[src/rtl/ulv_pkg.sv]
package ulv_pkg;

	// Decoder state carried from one byte to the next.
	typedef struct packed {
		logic [1:0]  cont_left;
		logic [1:0]  seq_extra;
		logic [20:0] code_point;
		logic        failed;
	} ulv_dec_t;

	localparam int unsigned LEN_W = 6;

	localparam logic [7:0] CTRL_LIMIT = 8'h20;
	localparam logic [7:0] ASCII_TOP  = 8'h80;

	localparam logic [7:0] LEAD2_MASK = 8'he0;
	localparam logic [7:0] LEAD2_VAL  = 8'hc0;
	localparam logic [7:0] LEAD3_MASK = 8'hf0;
	localparam logic [7:0] LEAD3_VAL  = 8'he0;
	localparam logic [7:0] LEAD4_MASK = 8'hf8;
	localparam logic [7:0] LEAD4_VAL  = 8'hf0;
	localparam logic [7:0] CONT_MASK  = 8'hc0;
	localparam logic [7:0] CONT_VAL   = 8'h80;

	localparam logic [20:0] MIN_SEQ2   = 21'h000080;
	localparam logic [20:0] MIN_SEQ3   = 21'h000800;
	localparam logic [20:0] MIN_SEQ4   = 21'h010000;
	localparam logic [20:0] MAX_CP     = 21'h10ffff;
	localparam logic [20:0] SURR_FIRST = 21'h00d800;
	localparam logic [20:0] SURR_LAST  = 21'h00dfff;

	localparam logic [1:0] SEQ_TWO   = 2'd1;
	localparam logic [1:0] SEQ_THREE = 2'd2;
	localparam logic [1:0] SEQ_FOUR  = 2'd3;

endpackage

[src/rtl/utf8_label_validator_unit.sv]
// UTF-8 label validator. A label streams in one byte per transfer, with
// last_byte set on its final byte; one verdict transfer follows each label.
// label_ok is 1 when the label is strict UTF-8 (no overlong forms, no
// surrogates, nothing above U+10FFFF, no stray or missing continuation
// bytes), holds no byte below 0x20, and is at most MAX_LABEL_BYTES long.
// label_length is the byte count, saturating at MAX_LABEL_BYTES + 1 and
// reported in its low six bits. A transfer with empty_label set stands for a
// zero-length label: it is reported valid with length 0 and discards any
// label still in progress. The unit takes one byte every cycle while no
// verdict is held up by a full result register. The last byte passes through
// the input register stage, and its verdict is then held in the result register.
// The rate is set by the combinational decode step that closes the loop through
// the decoder state registers.
module utf8_label_validator_unit #(
	parameter int unsigned MAX_LABEL_BYTES = 32
) (
	input  logic                       clk,
	input  logic                       arst_n,
	input  logic                       in_valid,
	output logic                       in_ready,
	input  logic [7:0]                 data_byte,
	input  logic                       last_byte,
	input  logic                       empty_label,
	output logic                       out_valid,
	input  logic                       out_ready,
	output logic                       label_ok,
	output logic [ulv_pkg::LEN_W-1:0]  label_length
);
	import ulv_pkg::*;

	localparam int unsigned CNT_W = $clog2(MAX_LABEL_BYTES + 2);

	// Input register stage.
	logic       valid_s1;
	logic [7:0] data_s1;
	logic       last_s1;
	logic       empty_s1;

	// Per-label decoder state.
	logic [CNT_W-1:0] count_q;
	ulv_dec_t         dec_q;

	// Result register.
	logic             out_valid_q;
	logic             ok_q;
	logic [LEN_W-1:0] length_q;

	logic [CNT_W-1:0] next_count;
	ulv_dec_t         next_dec;
	logic             has_result;
	logic             step_ok;
	logic [LEN_W-1:0] step_length;
	logic             advance;

	ulv_label_step #(
		.MAX_LABEL_BYTES(MAX_LABEL_BYTES),
		.CNT_W(CNT_W)
	) u_step (
		.count(count_q),
		.dec(dec_q),
		.data_byte(data_s1),
		.last_byte(last_s1),
		.empty_label(empty_s1),
		.next_count(next_count),
		.next_dec(next_dec),
		.has_result(has_result),
		.label_ok(step_ok),
		.label_length(step_length)
	);

	// The staged byte moves on unless it produces a verdict while the result
	// register is still full and not being drained this cycle.
	assign advance  = valid_s1 & (~has_result | ~out_valid_q | out_ready);
	assign in_ready = ~valid_s1 | advance;

	always_ff @(posedge clk or negedge arst_n) begin
		if (!arst_n) begin
			valid_s1 <= 1'b0;
		end else if (in_valid && in_ready) begin
			valid_s1 <= 1'b1;
		end else if (advance) begin
			valid_s1 <= 1'b0;
		end
	end

	always_ff @(posedge clk) begin
		if (in_valid && in_ready) begin
			data_s1  <= data_byte;
			last_s1  <= last_byte;
			empty_s1 <= empty_label;
		end
	end

	// Decoder state updates only when the staged byte is consumed.
	always_ff @(posedge clk or negedge arst_n) begin
		if (!arst_n) begin
			count_q <= '0;
			dec_q   <= '0;
		end else if (advance) begin
			count_q <= next_count;
			dec_q   <= next_dec;
		end
	end

	always_ff @(posedge clk or negedge arst_n) begin
		if (!arst_n) begin
			out_valid_q <= 1'b0;
		end else if (advance && has_result) begin
			out_valid_q <= 1'b1;
		end else if (out_ready) begin
			out_valid_q <= 1'b0;
		end
	end

	always_ff @(posedge clk) begin
		if (advance && has_result) begin
			ok_q     <= step_ok;
			length_q <= step_length;
		end
	end

	assign out_valid    = out_valid_q;
	assign label_ok     = ok_q;
	assign label_length = length_q;

	// The byte count never runs past its saturation value.
	assert property (@(posedge clk) disable iff (!arst_n)
		count_q <= CNT_W'(MAX_LABEL_BYTES + 1))
		else $error("byte count beyond saturation");

	// Continuation bytes still expected never exceed the sequence length.
	assert property (@(posedge clk) disable iff (!arst_n)
		dec_q.cont_left <= dec_q.seq_extra)
		else $error("continuation count exceeds sequence length");

	// With an empty result register the input stage never stalls.
	assert property (@(posedge clk) disable iff (!arst_n)
		!out_valid_q |-> in_ready)
		else $error("input stalled with empty result register");

	// A failure stays recorded until the label ends.
	assert property (@(posedge clk) disable iff (!arst_n)
		dec_q.failed && advance && !last_s1 && !empty_s1 |=> dec_q.failed)
		else $error("failure flag lost within a label");

endmodule

[src/rtl/ulv_label_step.sv]
module ulv_label_step #(
	parameter int unsigned MAX_LABEL_BYTES = 32,
	parameter int unsigned CNT_W = 6
) (
	input  logic [CNT_W-1:0]             count,
	input  ulv_pkg::ulv_dec_t            dec,
	input  logic [7:0]                   data_byte,
	input  logic                         last_byte,
	input  logic                         empty_label,
	output logic [CNT_W-1:0]             next_count,
	output ulv_pkg::ulv_dec_t            next_dec,
	output logic                         has_result,
	output logic                         label_ok,
	output logic [ulv_pkg::LEN_W-1:0]    label_length
);
	import ulv_pkg::*;

	localparam logic [CNT_W-1:0] CNT_LIMIT = CNT_W'(MAX_LABEL_BYTES);
	localparam logic [CNT_W-1:0] CNT_SAT   = CNT_W'(MAX_LABEL_BYTES + 1);

	logic [CNT_W-1:0] cnt_inc;
	ulv_dec_t         d;
	logic [1:0]       cont_dec;
	logic [20:0]      cp_shift;

	always_comb begin
		cnt_inc  = (count < CNT_SAT) ? count + 1'b1 : count;
		d        = dec;
		cont_dec = dec.cont_left - 2'd1;
		cp_shift = {dec.code_point[14:0], data_byte[5:0]};
		d.failed = dec.failed | (cnt_inc > CNT_LIMIT);

		if (dec.cont_left == 2'd0) begin
			// Expecting a lead byte or an ASCII byte.
			if (data_byte < CTRL_LIMIT) begin
				d.failed = 1'b1;
			end else if (data_byte < ASCII_TOP) begin
				d.failed = d.failed;
			end else if ((data_byte & LEAD2_MASK) == LEAD2_VAL) begin
				d.code_point = {16'd0, data_byte[4:0]};
				d.seq_extra  = SEQ_TWO;
				d.cont_left  = SEQ_TWO;
			end else if ((data_byte & LEAD3_MASK) == LEAD3_VAL) begin
				d.code_point = {17'd0, data_byte[3:0]};
				d.seq_extra  = SEQ_THREE;
				d.cont_left  = SEQ_THREE;
			end else if ((data_byte & LEAD4_MASK) == LEAD4_VAL) begin
				d.code_point = {18'd0, data_byte[2:0]};
				d.seq_extra  = SEQ_FOUR;
				d.cont_left  = SEQ_FOUR;
			end else begin
				d.failed = 1'b1;
			end
		end else if ((data_byte & CONT_MASK) != CONT_VAL) begin
			// A broken sequence fails the label and is dropped.
			d.failed    = 1'b1;
			d.cont_left = 2'd0;
		end else begin
			d.code_point = cp_shift;
			d.cont_left  = cont_dec;
			if (cont_dec == 2'd0) begin
				if (dec.seq_extra == SEQ_TWO && cp_shift < MIN_SEQ2) d.failed = 1'b1;
				if (dec.seq_extra == SEQ_THREE && cp_shift < MIN_SEQ3) d.failed = 1'b1;
				if (dec.seq_extra == SEQ_FOUR && cp_shift < MIN_SEQ4) d.failed = 1'b1;
				if (cp_shift > MAX_CP) d.failed = 1'b1;
				if (cp_shift >= SURR_FIRST && cp_shift <= SURR_LAST) d.failed = 1'b1;
			end
		end

		if (empty_label) begin
			has_result   = 1'b1;
			label_ok     = 1'b1;
			label_length = '0;
			next_count   = '0;
			next_dec     = '0;
		end else if (last_byte) begin
			has_result   = 1'b1;
			label_ok     = ~(d.failed | (d.cont_left != 2'd0));
			label_length = LEN_W'(cnt_inc);
			next_count   = '0;
			next_dec     = '0;
		end else begin
			has_result   = 1'b0;
			label_ok     = 1'b0;
			label_length = '0;
			next_count   = cnt_inc;
			next_dec     = d;
		end
	end

endmodule

[config.mk]
export PLATFORM = sky130hd
export DESIGN_NAME = utf8_label_validator_unit
export DESIGN_NICKNAME = d
export VERILOG_FILES = /design/src/rtl/ulv_pkg.sv /design/src/rtl/utf8_label_validator_unit.sv /design/src/rtl/ulv_label_step.sv
export SDC_FILE = /design/constraint.sdc
export NUM_CORES = 1
export LEC_CHECK = 0
export ABC_AREA = 0
export BUFFER_PORTS_ARGS = -buffer_cell sky130_fd_sc_hd__buf_2
export CAP_MARGIN = 20
export CORE_ASPECT_RATIO = 0.75
export CORE_MARGIN = 10
export CORE_UTILIZATION = 40
export DETAILED_ROUTE_END_ITERATION = 12
export SYNTH_ARGS = -nofsm -noshare
export SYNTH_HDL_FRONTEND = slang
export SYNTH_SLANG_ARGS = --single-unit
[constraint.sdc]
create_clock -name clk -period 2.8 [get_ports clk]
set_input_delay 0.84 -clock clk [delete_from_list [all_inputs] [get_ports clk]]
set_output_delay 0.84 -clock clk [all_outputs]
set_load 0.01 [all_outputs]
==> metrics.md <==
| Metric | Value |
|---|---|
| Result of the run | finished clean |
| First-pass GRT wire length | 6980 um |
| Post CTS Setup Buffer Count | 0 |
| Most numerous cell in the Yosys netlist | dfrtp_1 |
| Total routing usage reported by global routing | 9.47% |
| Main area contributors after synthesis | dfrtp_1, edfxtp_1, a22o_1 |
| Clock tree from TritonCTS | done |
| Final weighted congestion in routability-driven placement | 0.830 |
| Worst endpoint data arrival time | 2.38 ns |
| Worst-case hold path end point | dec_q[1] |
| Number of antenna violations at the first check in global routing | 0 |
| Routed WL per cell | 14.2 um |
| Count of inserted antenna diode cells | 0 |
| Largest net degree at the start of global routing | 29 |
| Top Ports | 23 |
| Sum of net half-perimeters after detailed placement | 3090 um |
| Transition time of the tightest slew-check pin | 0.639 ns |
| Final-stage net count | 232 |
| Register-to-register setup slack | 0.48 ns |
| Remaining number of nets flagged by the antenna check after routing | 0 |
| Via count of the first global-routing pass | 1,443 |
| Total of max-cap violations | 0 |
| Post-synth EDFFs | 17 |
| Fill cell instance count of the final layout | 458 |
| Cells after synthesis | 189 |
| Prevailing post-synth register cell | dfrtp_1 |
| Synth cell count leaders | dfrtp_1, nand2_1, edfxtp_1 |
| Yosys cell types | 51 |
| Setup Skew | 0.0119 ns |
| Core area | 0.00504 sq mm |
| Leakage power total | 1.06 nW |
| Required time of the critical path | 2.86 ns |
| Startpoint of the lowest-slack register-to-register path | count_q[0] |
| Total power of the final layout | 1.36 mW |
| Critical Path Start Type | flop |
| Vertical die dimension | 83.2 um |
| Share of the yosys chip area belonging to registers | 56.8% |
| Max Clock Freq | 0.431 GHz |
| Fraction of registers with async set/reset | 62.2% |
| Syn avg cell area | 11.3 sq um |
| Unrepaired setup endpoints after global routing | false |
| Number of buffers inserted during clock tree synthesis | 5 |
| Power density cells | 565 mW/mm^2 |
| Detailed Route WL | 4080 um |
| Max Transition Viols Final | 0 |
| Number of hold buffers added after cts | 0 |
| Mean number of vias per cell | 5.20 |
| Capturing point of the worst reg2reg path | label_ok |
| Synthesis warning total | 0 |
| Number of design rule violations left after detail routing | 0 |
| Mapped Nets | 207 |
| Synth Cell Area | 0.00213 sq mm |
| Hold path start | data_s1[0] |
| Chip width | 104 um |
| Critical-path maximum fanout | 7 |
| Relative max-transition margin | 57.4% |
| DRC marker count from the first detailed-route iteration | 152 |
| Min cycle time layout | 2.32 ns |
| CTS sink count | 45 |
| Clk buf depth | 2 |
| Crit path kind | flop to flop |
| Port Buf Inserts | 22 |
| Worst IR drop on VDD | 0.354 mV |
| Die ar. | 0.00868 sq mm |
| First-pass DRT Iterations | 4 |
| Final hold violations | 0 |
| Fin Setup TNS | 0 ns |
| Sum of overflow across all layers after global routing | 0 |
| Most area-hungry cell type in the Yosys netlist | dfrtp_1 |
| Path category of the worst min-delay check | flop to flop |
| CTS resizes | 0 |
| Relative area change from synthesis to final layout | 13.0% |
| Share of final-layout standard cells stronger than drive strength 1 | 18.6% |
| Total of flip-flops plus latches after synthesis | 45 |
| Area share of the largest cell type after synthesis | 32.9% |
| Clock-pin slew on the worst setup and hold paths | 0.09 ns |
| Worst r2r path cells | 7 |
| Depth of the worst hold-timing path | 2 |
| Via total after detailed routing | 1,492 |
| Clk Tree Root Cell | clkbuf_8 |
| Post-route clock period utilization | 82.9% |
| Kind of capture point of the worst setup path | flop |
| Initial Utilization | 42.3% |
| Latest clock arrival within the worst-skew pair | 0.30 ns |
| Number of H-tree levels | 2 |
| Number of endpoints failing setup at the final stage | 0 |
| Row cnt | 22 |
how the worst max path moves through the flow:
stage                          start  endpoint  slack, ns  cells past startpoint
after CTS                 count_q[0]  label_ok       0.46                      7
after global routing      count_q[0]  label_ok       0.40                      7
after floorplan           count_q[0]  label_ok       0.62                      7
final                     count_q[0]  label_ok       0.48                      7
after detailed placement  count_q[0]  label_ok       0.48                      7
after global placement    count_q[0]  label_ok       0.55                      7
flip-flops by register name (all words and copies together) (netlist names):
register / cells
data_s1: 8
empty_s1: 1
valid_s1: 1
last_s1: 1
count_q: 6
label_ok: 1
dec_q: 20
label_length: 6
out_valid: 1
critical path, stage by stage (launching register included):
cell and delay [ns]:
dfrtp_1 0.45, inv_1 0.10, ha_1 0.14, or3b_4 0.39, o21ai_4 0.24, mux2_4 0.33, a41o_1 0.21, a31o_1 0.22
where the power goes:
group	leakage [nW]	internal [mW]	switching, mW	total [mW]
combinational	0.464	0.0909	0.124	0.215
sequential	0.549	0.728	0.0329	0.760
clock	0.0439	0.172	0.213	0.385
total	1.06	0.991	0.370	1.36
metal layers:
metal	routed length, um	global-route usage, %
met3	282	3.70
met5	0	0
met2	1520	11.3
met1	2230	14.4
met4	47	3.25
logic make-up after synthesis:
kind of cell | share of synthesized area (%)
AO/OA/AOI/OAI | 17.4
multiplexers | 3.17
XOR/XNOR | 1.23
adder cells (fa/ha/maj) | 2.35
buffers and inverters | 3.05
AND/OR/NAND/NOR | 16.0
flip-flops | 56.8
placed cells by master (no fill, tap or decap), drive strengths merged, types with 2 or more instances in the layout:
| cell | n |
|---|---|
| mux2i | 3 |
| mux2 | 3 |
| nand3b | 2 |
| a31oi | 2 |
| nand3 | 4 |
| o31ai | 2 |
| inv | 9 |
| a21o | 5 |
| clkinv | 2 |
| nand2b | 5 |
| nor3b | 2 |
| nand2 | 19 |
| nor2 | 16 |
| dfrtp | 28 |
| a22o | 13 |
| buf | 25 |
| o21ai | 10 |
| and3 | 4 |
| nor2b | 2 |
| a31o | 2 |
| xnor2 | 2 |
| a21oi | 3 |
| ha | 4 |
| edfxtp | 17 |
| and2 | 2 |
| clkbuf | 5 |
| nand4 | 2 |
| a21boi | 3 |
metrics by stage:
stage               area (sq um)  std cells  hold WS, ns  utilization (%)  setup slack [ns]
global placement            2320        279        0.486             46.1             0.553
global route                2410        287        0.533             47.8             0.398
CTS                         2410        287        0.512             47.8             0.464
floorplan                   2130        189        0.462                -             0.618
finish                      2410        287        0.510             47.8             0.478
detailed placement          2320        279        0.489             46.1             0.483
cell type report:
| cell class | instances | area (sq um) | area share [%] |
|---|---|---|---|
| inverters | 9 | 33.8 | 1.40 |
| repair buffers | 25 | 133 | 5.50 |
| multi-input cells | 128 | 856 | 35.5 |
| flip-flops and latches | 45 | 1210 | 50.3 |
| well taps | 72 | 90.1 | 3.74 |
| clock buffers | 5 | 68.8 | 2.86 |
| clock inverters | 3 | 17.5 | 0.727 |
Power figures use the tool's default switching activity.
